## src/rtl/assert_macros.svh

```systemverilog
// Assertion macros for the RTL file that carries checks.
// Depends on nothing; define ASSERT_OFF to compile the checks away.
`ifndef ASSERT_MACROS_SVH
`define ASSERT_MACROS_SVH
`ifndef ASSERT_OFF
// Same-cycle implication.
`define ASSERT_IMPLIES(lbl, clk, rst, ante, cons, msg) \
   lbl: assert property (@(posedge clk) disable iff (rst) (ante) |-> (cons)) else $error(msg);
// Next-cycle implication.
`define ASSERT_NEXT(lbl, clk, rst, ante, cons, msg) \
   lbl: assert property (@(posedge clk) disable iff (rst) (ante) |=> (cons)) else $error(msg);
`else
`define ASSERT_IMPLIES(lbl, clk, rst, ante, cons, msg)
`define ASSERT_NEXT(lbl, clk, rst, ante, cons, msg)
`endif
`endif

```

## src/rtl/pse_pkg.sv

```systemverilog
// Types, codes and helpers for the postfix stack evaluator.
// Depends on nothing; used by the controller, datapath and top level.
package pse_pkg;

   localparam logic [2:0] CMD_OPERAND = 3'd0;
   localparam logic [2:0] CMD_ADD     = 3'd1;
   localparam logic [2:0] CMD_SUB     = 3'd2;
   localparam logic [2:0] CMD_MUL     = 3'd3;
   localparam logic [2:0] CMD_DIV     = 3'd4;

   localparam logic signed [63:0] SAT_MAX = 64'sd2147483647;
   localparam logic signed [63:0] SAT_MIN = -64'sd2147483648;

   typedef enum logic [2:0] {
      ST_OK        = 3'd0,
      ST_UNDERFLOW = 3'd1,
      ST_OVERFLOW  = 3'd2,
      ST_DIVZERO   = 3'd3,
      ST_EMPTY     = 3'd4
   } status_type;

   typedef enum logic {
      RD_TOP  = 1'b0,
      RD_NEXT = 1'b1
   } rd_sel_type;

   typedef enum logic [3:0] {
      S_IDLE,
      S_EXEC,
      S_FETCH_R,
      S_FETCH_L,
      S_CALC,
      S_ROUND,
      S_DIV,
      S_WRITE,
      S_TOP,
      S_RESP
   } state_type;

   typedef struct packed {
      logic       tok_load;
      logic       push;
      logic       set_err;
      status_type err_code;
      rd_sel_type rd_sel;
      logic       cap_right;
      logic       cap_left;
      logic       calc;
      logic       mul_round;
      logic       div_start;
      logic       div_take;
      logic       write_result;
      logic       resp_load;
      logic       clear_expr;
   } ctrl_cmd_type;

   typedef struct packed {
      logic [2:0] tok_cmd;
      logic       tok_last;
      logic       err_set;
      logic       full;
      logic       under;
      logic       count_zero;
      logic       div_zero;
      logic       div_done;
      logic       out_free;
   } dp_status_type;

   function automatic logic signed [31:0] sat32(input logic signed [63:0] v);
      logic signed [31:0] r;
      if (v > SAT_MAX) begin
         r = 32'sh7FFFFFFF;
      end else if (v < SAT_MIN) begin
         r = 32'sh80000000;
      end else begin
         r = v[31:0];
      end
      return r;
   endfunction

endpackage

```

## src/rtl/pse_divider.sv

```systemverilog
// Radix-2 restoring divider: (dividend * 2^FRAC_BITS) / divisor, truncated toward zero.
// Depends on nothing; one quotient bit per cycle, 32+FRAC_BITS steps.
module pse_divider #(
   parameter int FRAC_BITS = 16
) (
   input  logic                      clock,
   input  logic                      reset,
   input  logic                      start,
   input  logic signed [31:0]        dividend,
   input  logic signed [31:0]        divisor,
   output logic signed [32+FRAC_BITS:0] quotient,
   output logic                      done
);

   localparam int QW   = 32 + FRAC_BITS;
   localparam int CNTW = $clog2(QW + 1);

   logic            busy_ff, busy_in;
   logic [CNTW-1:0] cnt_ff, cnt_in;
   logic [31:0]     rem_ff;
   logic [QW-1:0]   quo_ff;
   logic [31:0]     den_ff;
   logic            neg_ff;

   logic [31:0]     a_mag, b_mag;
   logic [32:0]     rem_sh, rem_nx;
   logic            ge;
   logic [QW:0]     mag_ext;

   assign a_mag = dividend[31] ? (~dividend + 32'd1) : dividend;
   assign b_mag = divisor[31]  ? (~divisor + 32'd1)  : divisor;

   // One shift-subtract step.
   assign rem_sh = {rem_ff, quo_ff[QW-1]};
   assign ge     = rem_sh >= {1'b0, den_ff};
   assign rem_nx = ge ? (rem_sh - {1'b0, den_ff}) : rem_sh;

   assign done    = busy_ff && (cnt_ff == '0);
   assign mag_ext = {1'b0, quo_ff};
   assign quotient = neg_ff ? -mag_ext : mag_ext;

   always_comb begin
      busy_in = busy_ff;
      cnt_in  = cnt_ff;
      if (start) begin
         busy_in = 1'b1;
         cnt_in  = CNTW'(QW);
      end else if (done) begin
         busy_in = 1'b0;
      end else if (busy_ff) begin
         cnt_in = cnt_ff - CNTW'(1);
      end
   end

   always_ff @(posedge clock) begin
      if (reset) begin
         busy_ff <= 1'b0;
         cnt_ff  <= '0;
      end else begin
         busy_ff <= busy_in;
         cnt_ff  <= cnt_in;
      end
   end

   always_ff @(posedge clock) begin
      if (start) begin
         rem_ff <= '0;
         quo_ff <= QW'(a_mag) << FRAC_BITS;
         den_ff <= b_mag;
         neg_ff <= dividend[31] ^ divisor[31];
      end else if (busy_ff && (cnt_ff != '0)) begin
         rem_ff <= rem_nx[31:0];
         quo_ff <= {quo_ff[QW-2:0], ge};
      end
   end

endmodule

```

## src/rtl/pse_datapath.sv

```systemverilog
// Datapath: token register, stack memory, count and error latch, ALU and result beat.
// Depends on pse_pkg and pse_divider; steered by pse_ctrl commands.
module pse_datapath #(
   parameter int STACK_DEPTH = 16,
   parameter int FRAC_BITS   = 16
) (
   input  logic                   clock,
   input  logic                   reset,
   input  logic [2:0]             req_cmd,
   input  logic signed [31:0]     req_operand_value,
   input  logic                   req_last_token,
   input  pse_pkg::ctrl_cmd_type  cmd,
   output pse_pkg::dp_status_type stat,
   output logic                   rsp_valid,
   input  logic                   rsp_stall,
   output logic signed [31:0]     rsp_result_value,
   output logic [2:0]             rsp_status
);

   localparam int AW = $clog2(STACK_DEPTH);
   localparam int CW = $clog2(STACK_DEPTH + 1);
   localparam int QW = 32 + FRAC_BITS;
   localparam logic signed [63:0] ROUND = (64'sd1 <<< FRAC_BITS) >>> 1;

   logic signed [31:0] mem [STACK_DEPTH];

   logic [2:0]          tok_cmd_ff;
   logic signed [31:0]  tok_operand_ff;
   logic                tok_last_ff;
   logic [CW-1:0]       count_ff, count_in;
   pse_pkg::status_type err_ff, err_in;
   logic signed [31:0]  rd_q_ff;
   logic signed [31:0]  right_ff, left_ff;
   logic signed [63:0]  prod_ff, wide_ff;
   logic                rsp_valid_ff, rsp_valid_in;
   logic signed [31:0]  rsp_value_ff;
   pse_pkg::status_type rsp_status_ff;

   logic [CW-1:0]       top_idx, next_idx;
   logic [AW-1:0]       rd_addr;
   logic signed [31:0]  sat_value;
   logic signed [QW:0]  div_q;
   logic                div_done;
   logic signed [63:0]  left_ext, right_ext;
   logic                out_free;

   assign top_idx   = count_ff - CW'(1);
   assign next_idx  = count_ff - CW'(2);
   assign rd_addr   = (cmd.rd_sel == pse_pkg::RD_NEXT) ? next_idx[AW-1:0] : top_idx[AW-1:0];
   assign sat_value = pse_pkg::sat32(wide_ff);
   assign left_ext  = {{32{left_ff[31]}}, left_ff};
   assign right_ext = {{32{right_ff[31]}}, right_ff};
   assign out_free  = !rsp_valid_ff || !rsp_stall;

   pse_divider #(
      .FRAC_BITS (FRAC_BITS)
   ) u_div (
      .clock    (clock),
      .reset    (reset),
      .start    (cmd.div_start),
      .dividend (left_ff),
      .divisor  (right_ff),
      .quotient (div_q),
      .done     (div_done)
   );

   // Stack memory: one write port, one registered read port.
   always_ff @(posedge clock) begin
      if (cmd.push) begin
         mem[count_ff[AW-1:0]] <= tok_operand_ff;
      end else if (cmd.write_result) begin
         mem[next_idx[AW-1:0]] <= sat_value;
      end
      rd_q_ff <= mem[rd_addr];
   end

   always_comb begin
      count_in = count_ff;
      err_in   = err_ff;
      if (cmd.clear_expr) begin
         count_in = '0;
         err_in   = pse_pkg::ST_OK;
      end else begin
         if (cmd.push) begin
            count_in = count_ff + CW'(1);
         end else if (cmd.write_result) begin
            count_in = top_idx;
         end
         if (cmd.set_err) begin
            err_in = cmd.err_code;
         end
      end
   end

   always_comb begin
      rsp_valid_in = rsp_valid_ff;
      if (cmd.resp_load) begin
         rsp_valid_in = 1'b1;
      end else if (!rsp_stall) begin
         rsp_valid_in = 1'b0;
      end
   end

   always_ff @(posedge clock) begin
      if (reset) begin
         count_ff     <= '0;
         err_ff       <= pse_pkg::ST_OK;
         rsp_valid_ff <= 1'b0;
      end else begin
         count_ff     <= count_in;
         err_ff       <= err_in;
         rsp_valid_ff <= rsp_valid_in;
      end
   end

   always_ff @(posedge clock) begin
      if (cmd.tok_load) begin
         tok_cmd_ff     <= req_cmd;
         tok_operand_ff <= req_operand_value;
         tok_last_ff    <= req_last_token;
      end
      if (cmd.cap_right) begin
         right_ff <= rd_q_ff;
      end
      if (cmd.cap_left) begin
         left_ff <= rd_q_ff;
      end
      if (cmd.calc) begin
         case (tok_cmd_ff)
            pse_pkg::CMD_ADD: wide_ff <= left_ext + right_ext;
            pse_pkg::CMD_SUB: wide_ff <= left_ext - right_ext;
            pse_pkg::CMD_MUL: prod_ff <= left_ff * right_ff;
            default:          wide_ff <= '0;
         endcase
      end else if (cmd.mul_round) begin
         wide_ff <= (prod_ff + ROUND) >>> FRAC_BITS;
      end else if (cmd.div_take) begin
         wide_ff <= {{(63-QW){div_q[QW]}}, div_q};
      end
      if (cmd.resp_load) begin
         rsp_value_ff <= (count_ff == '0) ? 32'sd0 : rd_q_ff;
         if (err_ff != pse_pkg::ST_OK) begin
            rsp_status_ff <= err_ff;
         end else if (count_ff == '0) begin
            rsp_status_ff <= pse_pkg::ST_EMPTY;
         end else begin
            rsp_status_ff <= pse_pkg::ST_OK;
         end
      end
   end

   assign stat.tok_cmd    = tok_cmd_ff;
   assign stat.tok_last   = tok_last_ff;
   assign stat.err_set    = err_ff != pse_pkg::ST_OK;
   assign stat.full       = count_ff >= CW'(STACK_DEPTH);
   assign stat.under      = count_ff < CW'(2);
   assign stat.count_zero = count_ff == '0;
   assign stat.div_zero   = right_ff == 32'sd0;
   assign stat.div_done   = div_done;
   assign stat.out_free   = out_free;

   assign rsp_valid        = rsp_valid_ff;
   assign rsp_result_value = rsp_value_ff;
   assign rsp_status       = rsp_status_ff;

endmodule

```

## src/rtl/pse_ctrl.sv

```systemverilog
// Sequencer for the postfix stack evaluator: walks one token through fetch, compute, write.
// Depends on pse_pkg; drives pse_datapath through ctrl_cmd_type.
module pse_ctrl (
   input  logic                   clock,
   input  logic                   reset,
   input  logic                   req_valid,
   output logic                   req_stall,
   input  pse_pkg::dp_status_type stat,
   output pse_pkg::ctrl_cmd_type  cmd
);

   pse_pkg::state_type state_ff, state_in;
   pse_pkg::state_type after_tok;

   always_ff @(posedge clock) begin
      if (reset) begin
         state_ff <= pse_pkg::S_IDLE;
      end else begin
         state_ff <= state_in;
      end
   end

   assign after_tok = stat.tok_last ? pse_pkg::S_TOP : pse_pkg::S_IDLE;

   always_comb begin
      state_in  = state_ff;
      cmd       = '0;
      req_stall = 1'b1;
      case (state_ff)
         pse_pkg::S_IDLE: begin
            req_stall = 1'b0;
            if (req_valid) begin
               cmd.tok_load = 1'b1;
               state_in     = pse_pkg::S_EXEC;
            end
         end
         pse_pkg::S_EXEC: begin
            if (stat.err_set || (stat.tok_cmd > pse_pkg::CMD_DIV)) begin
               state_in = after_tok;
            end else if (stat.tok_cmd == pse_pkg::CMD_OPERAND) begin
               if (stat.full) begin
                  cmd.set_err  = 1'b1;
                  cmd.err_code = pse_pkg::ST_OVERFLOW;
               end else begin
                  cmd.push = 1'b1;
               end
               state_in = after_tok;
            end else if (stat.under) begin
               cmd.set_err  = 1'b1;
               cmd.err_code = pse_pkg::ST_UNDERFLOW;
               state_in     = after_tok;
            end else begin
               cmd.rd_sel = pse_pkg::RD_TOP;
               state_in   = pse_pkg::S_FETCH_R;
            end
         end
         pse_pkg::S_FETCH_R: begin
            cmd.cap_right = 1'b1;
            cmd.rd_sel    = pse_pkg::RD_NEXT;
            state_in      = pse_pkg::S_FETCH_L;
         end
         pse_pkg::S_FETCH_L: begin
            cmd.cap_left = 1'b1;
            state_in     = pse_pkg::S_CALC;
         end
         pse_pkg::S_CALC: begin
            case (stat.tok_cmd)
               pse_pkg::CMD_MUL: begin
                  cmd.calc = 1'b1;
                  state_in = pse_pkg::S_ROUND;
               end
               pse_pkg::CMD_DIV: begin
                  if (stat.div_zero) begin
                     cmd.calc     = 1'b1;
                     cmd.set_err  = 1'b1;
                     cmd.err_code = pse_pkg::ST_DIVZERO;
                     state_in     = pse_pkg::S_WRITE;
                  end else begin
                     cmd.div_start = 1'b1;
                     state_in      = pse_pkg::S_DIV;
                  end
               end
               default: begin
                  cmd.calc = 1'b1;
                  state_in = pse_pkg::S_WRITE;
               end
            endcase
         end
         pse_pkg::S_ROUND: begin
            cmd.mul_round = 1'b1;
            state_in      = pse_pkg::S_WRITE;
         end
         pse_pkg::S_DIV: begin
            if (stat.div_done) begin
               cmd.div_take = 1'b1;
               state_in     = pse_pkg::S_WRITE;
            end
         end
         pse_pkg::S_WRITE: begin
            cmd.write_result = 1'b1;
            state_in         = after_tok;
         end
         pse_pkg::S_TOP: begin
            cmd.rd_sel = pse_pkg::RD_TOP;
            state_in   = pse_pkg::S_RESP;
         end
         pse_pkg::S_RESP: begin
            cmd.rd_sel = pse_pkg::RD_TOP;
            if (stat.out_free) begin
               cmd.resp_load  = 1'b1;
               cmd.clear_expr = 1'b1;
               state_in       = pse_pkg::S_IDLE;
            end
         end
         default: begin
            state_in = pse_pkg::S_IDLE;
         end
      endcase
   end

endmodule

```

## src/rtl/postfix_stack_evaluator.sv

```systemverilog
// Postfix stack evaluator: one token at a time, signed fixed point, bounded stack in a RAM.
// Each token is finished before the next is taken: an operand is pushed, an operator
// reads its operands, computes and writes back; at Q16.16 bit-serial divide is slowest.
// A last token also reads the top and loads the result beat, which waits out any rsp_stall.
// Synchronous active-high reset clears the sequencer, stack count, error latch and
// result valid; stack RAM contents are left as they are and never read before written.
`include "assert_macros.svh"

module postfix_stack_evaluator #(
   parameter int STACK_DEPTH = 16,
   parameter int FRAC_BITS   = 16
) (
   input  logic               clock,
   input  logic               reset,
   // token channel
   input  logic               req_valid,
   output logic               req_stall,
   input  logic [2:0]         req_cmd,
   input  logic signed [31:0] req_operand_value,
   input  logic               req_last_token,
   // result channel
   output logic               rsp_valid,
   input  logic               rsp_stall,
   output logic signed [31:0] rsp_result_value,
   output logic [2:0]         rsp_status
);

   // Command bundle from the sequencer and status bundle back from the datapath.
   pse_pkg::ctrl_cmd_type  cmd;
   pse_pkg::dp_status_type stat;

   // Sequencer: takes a token beat in idle, then steps it through the stack
   // read, compute and write-back, and on the last token loads the result beat.
   pse_ctrl u_ctrl (
      .clock     (clock),
      .reset     (reset),
      .req_valid (req_valid),
      .req_stall (req_stall),
      .stat      (stat),
      .cmd       (cmd)
   );

   // Datapath: holds the token, the stack RAM with its count, the first-error
   // latch, the adder/multiplier/divider and the registered result beat.
   pse_datapath #(
      .STACK_DEPTH (STACK_DEPTH),
      .FRAC_BITS   (FRAC_BITS)
   ) u_dp (
      .clock             (clock),
      .reset             (reset),
      .req_cmd           (req_cmd),
      .req_operand_value (req_operand_value),
      .req_last_token    (req_last_token),
      .cmd               (cmd),
      .stat              (stat),
      .rsp_valid         (rsp_valid),
      .rsp_stall         (rsp_stall),
      .rsp_result_value  (rsp_result_value),
      .rsp_status        (rsp_status)
   );

   // Hold off the next token for at least the cycle after an accepted beat.
   `ASSERT_NEXT(a_one_token, clock, reset, req_valid && !req_stall, req_stall, "token accepted while busy")
   // Loading a result must leave a clean stack for the next expression.
   `ASSERT_NEXT(a_expr_clear, clock, reset, cmd.resp_load, stat.count_zero && !stat.err_set, "expression state not cleared")
   // Never push onto a full stack.
   `ASSERT_IMPLIES(a_no_push_full, clock, reset, cmd.push, !stat.full, "push on full stack")
   // Take the quotient only when the divider reports done.
   `ASSERT_IMPLIES(a_div_take, clock, reset, cmd.div_take, stat.div_done, "quotient taken early")

endmodule
```

## config.mk

```make
export PLATFORM = sky130hd
export DESIGN_NAME = postfix_stack_evaluator
export DESIGN_NICKNAME = d
export VERILOG_FILES = /design/src/rtl/pse_pkg.sv /design/src/rtl/pse_divider.sv /design/src/rtl/pse_datapath.sv /design/src/rtl/pse_ctrl.sv /design/src/rtl/postfix_stack_evaluator.sv
export VERILOG_INCLUDE_DIRS = /design/src /design/src/rtl
export SDC_FILE = /design/constraint.sdc
export NUM_CORES = 2
export LEC_CHECK = 0
export BUFFER_PORTS_ARGS = -buffer_cell sky130_fd_sc_hd__buf_2
export CAP_MARGIN = 20
export CORE_MARGIN = 4
export CORE_UTILIZATION = 59
export CTS_BUF_LIST = sky130_fd_sc_hd__clkbuf_4 sky130_fd_sc_hd__clkbuf_8 sky130_fd_sc_hd__clkbuf_16
export CTS_CLUSTER_DIAMETER = 200
export DETAILED_ROUTE_END_ITERATION = 12
export GPL_ROUTABILITY_DRIVEN = 1
export PLACE_DENSITY = 0.78
export SLEW_MARGIN = 20
export SYNTH_ARGS = -nofsm -noshare
export SYNTH_HDL_FRONTEND = slang
export SYNTH_SLANG_ARGS = --single-unit
export TNS_END_PERCENT = 20
```

## constraint.sdc

```tcl
create_clock -name clock -period 8.95 [get_ports clock]
set_clock_uncertainty 0.1 [all_clocks]
set_input_delay 0.4475 -clock clock [delete_from_list [all_inputs] [get_ports clock]]
set_output_delay 0.4475 -clock clock [all_outputs]
set_load 0.02 [all_outputs]
```

==> results.md <==
* Synth Area in Compound Gates at under 10%
* Die ar. at 136000 um^2
* Number of remaining DRC errors at 0
* Avg WL per Cell at 26.0 um
* Clock transition at path regs at around 0.08 ns
* Pleak at roughly 35 nW
* Row count at roughly 130
* CP required at between 9 and 10 ns
* Synth Register Bits at 909
* # nets final at just over 8000
* H-Tree Depth at 3
* Initial DRC count at 5348
* Net Sw Power at about 6.4 mW
* Synth Area in Simple Gates at about an eighth
* Cells after Synth at between 6000 and 7000
* M3 GR Usage at 7.25%
* Total global routing overflow at 0
* Comb power frac at 45.4%
* CTS Sinks at 909
* Least-Margin Pin Slew at roughly 1.2 ns
* Layout cells sized above 1 at between 9 and 10%
* Asr flop ratio synth at 0%
* Post-synth top area share at approximately a third
* TritonRoute pass-1 iters at 9
* Largest net degree at the start of global routing at 98
* Layout area overhead at 8.59%
* XOR/XNOR Fraction of Synth Area at approximately 3.5%
* Routed WL at between 200 and 250 mm
* Crit share post-route at 97.4%
* Worst IR drop on VDD at ~300 uV
* Register area at about 26000 um^2
* Highest Clock Rate at 115 MHz
* HP Class: in -> reg
* Final HPWL from detailed placement at 166 mm
* Adder-cell share of the synthesized area at about 32%
* CP Capture Type: flip-flop
* Final Hold Vio Count at 0
* Status: complete, no violations
* Vias in the first global route at about 57000
* Antenna violations before repair at 10
* Multiplexer share of the synthesized area at approximately 4.3%
* Cell variety after synth at 86
* Most frequent cells in the layout: fa_1 (1083), inv_1 (1042), edfxtp_1 (810)
* Max Cap Viol at 0
* Register area share after synthesis at between 30% and 40%
* Fill cell count at approximately 9600
* Dpl cells at about 8500
* Die Wd at about 370 um
* Sequential Power Share at ~31%
* Detailed-route via count at about 53000
* Global-route wire length before repair at 345 mm
* Initial core utilization at between 50% and 60%
* Top FF cell, synth: edfxtp_1
* GR met2 Demand/Resource at between 50% and 60%
* Synthesized area at 76900 um^2
* Commonest non-fill, non-tap cell in the layout: fa_1
* Worst-Skew Late Latency at 0.68 ns
* Clk pwr share at a little under a quarter
* Port buffer count at 76
* CTS tree: yes
* Syn Nets at approximately 8200
* GR peak layer: met2
* Pins over their slew limit at 0
* Worst path max stage delay at around 0.99 ns
* Final Non-Filler Cells at just under 9000
* Crit Path Max Fanout at 19
* Area of the multi-input gates at 45400 um^2
* Largest family of logic cells by synthesized area: adder cells
* Tmin final at slightly below 9 ns
* RD Place Congestion at just over 1
* CP most frequent cell: fa_1
* Relative slew slack at between 10% and 20%
* Vias per cell at 6.12
* Final ANT Viol Nets at 0
* IO Pins at 77
* Critical path's slowest cell: edfxtp_1
* GR Util All Layers at roughly a third
* Synth area leader: edfxtp_1
* Number of synthesized flops with an enable pin at slightly above 800
* Syn Area/Cell at 11.2 um^2
* Core box area at ~130000 um^2
* Sum of negative setup slack at 0 ns
* Maximum clock path buffer count at 3
* Cell area power density at around 200 nW/um^2
* Kind of critical path: reg -> reg
* Synth top area cells: edfxtp_1 (32%), fa_1 (28%), inv_1 (5.1%), and2_1 (4.2%), ha_1 (4.2%)
* Int Power at 10.5 mW
* Met1 usage at between 40% and 50%
* CTS buffer count at 89
* Warnings from Yosys at 0
* CP Data Arrival Time at between 9 and 10 ns
* RSZ-0062 raised after global routing: no
* Die Y at 369 um
* Final number of setup-violating endpoints at 0
* Net Sw Frac at a little under two fifths
* Startpoint types: flip-flop
* Root Driver: clkbuf_16
==> cells by family (layout without fill, tap and decap cells) <==
logic type / count (synthesis) / count (layout)
AO/OA/AOI/OAI: 757 / 757
XOR/XNOR: 305 / 305
adder cells (fa/ha/maj): 1339 / 1339
buffers and inverters: 1453 / 1558
flip-flops: 909 / 909
multiplexers: 168 / 168
other: 0 / 12
AND/OR/NAND/NOR: 1923 / 1923
==> state kept, by name, indices dropped and copies added (netlist names) <==
signal	cells
u_dp.u_div.rem_ff	32
u_dp.left_ff	32
u_dp.rsp_valid	1
u_dp.err_ff	2
u_dp.u_div.cnt_ff	6
u_dp.tok_last_ff	1
u_dp.tok_cmd_ff	3
u_dp.tok_operand_ff	32
u_dp.count_ff	5
u_dp.rsp_result_value	32
u_dp.prod_ff	49
u_dp.u_div.den_ff	32
u_dp.wide_ff	49
u_dp.right_ff	32
u_dp.u_div.quo_ff	48
u_dp.u_div.neg_ff	1
u_dp.mem	512
u_dp.u_div.busy_ff	1
u_dp.rd_q_ff	32
u_ctrl.state_ff	4
u_dp.rsp_status	3
==> power groups by stage <==
| stage | sequential (mW) | combinational (mW) | clock, mW |
|---|---|---|---|
| global route | 5.25 | 8.46 | 4.15 |
| CTS | 5.24 | 7.55 | 3.95 |
| floorplan | 5.22 | 5.37 | 0 |
| global placement | 5.33 | 7.39 | 0 |
| detailed placement | 5.33 | 7.41 | 0 |
| finish | 5.26 | 7.64 | 3.93 |
==> metrics by stage <==
stage	utilization, %	setup slack, ns	cell area, um^2	hold slack (ns)	total power, mW
after floorplan	-	0.482	76900	0.318	10.6
after global placement	61.7	0.420	79900	0.352	12.7
after detailed placement	61.7	0.324	79900	0.343	12.7
after CTS	64.4	0.239	83300	0.0770	16.7
after global routing	64.5	0.00238	83500	0.0946	17.9
final	64.5	0.230	83500	0.100	16.8
==> final timing paths <==
path | from | to | slack (ns) | depth (start not counted)
setup / recovery | u_dp.right_ff[7] | u_dp.prod_ff[62] | 0.23 | 26
hold / removal | reset | u_ctrl.state_ff[0] | 0.1 | 2
hold reg to reg | u_dp.rd_q_ff[23] | u_dp.right_ff[23] | 0.35 | 0
setup reg to reg | u_dp.right_ff[7] | u_dp.prod_ff[62] | 0.23 | 26
==> worst max-delay path, delay by kind of cell, from the launching register on <==
family / cells / cell delay (ns)
compound gates: 6 / 1.52
fa+ha+maj: 9 / 4.47
simple gates: 4 / 0.69
buf+inv: 6 / 0.58
xor+xnor: 1 / 0.12
flops: 1 / 0.99
==> metal layers <==
metal,part of all wire [%],wire length (um)
met4,8.8,19900
met1,35,78800
met2,46,105000
met3,10,22800
met5,0.019,44
==> cells in the mapped netlist, types with 40 or more instances <==
| cell | n |
|---|---|
| ha_1 | 256 |
| a21o_1 | 78 |
| nand3_1 | 91 |
| mux4_2 | 128 |
| fa_1 | 1083 |
| and2_1 | 515 |
| nor2b_1 | 86 |
| o21ai_0 | 169 |
| nand2_1 | 758 |
| nor2_1 | 228 |
| clkbuf_1 | 359 |
| xor2_1 | 138 |
| edfxtp_1 | 810 |
| inv_1 | 1042 |
| o31ai_1 | 43 |
| a21oi_1 | 231 |
| a211oi_1 | 57 |
| nor3_1 | 50 |
| dfxtp_1 | 99 |
| xnor2_1 | 167 |
| mux2i_1 | 40 |
==> repair_timing <==
action	4_1_cts	5_1_grt
endpoints found under the hold margin	36	0
buffers inserted	0	7
hold buffers	36	0
setup endpoints to repair	0	6
gates resized for setup	0	1
==> area by class of cell <==
cell class,count,share of cell area (%)
Tap cell,1742,2.61
Antenna cell,12,0.0360
Sequential cell,909,31.5
Clock buffer,127,3.09
Clock inverter,41,0.583
Multi-Input combinational cell,4492,54.4
Inverter,1043,4.69
Timing Repair Buffer,347,3.14
(Power assumes the default switching activity.)
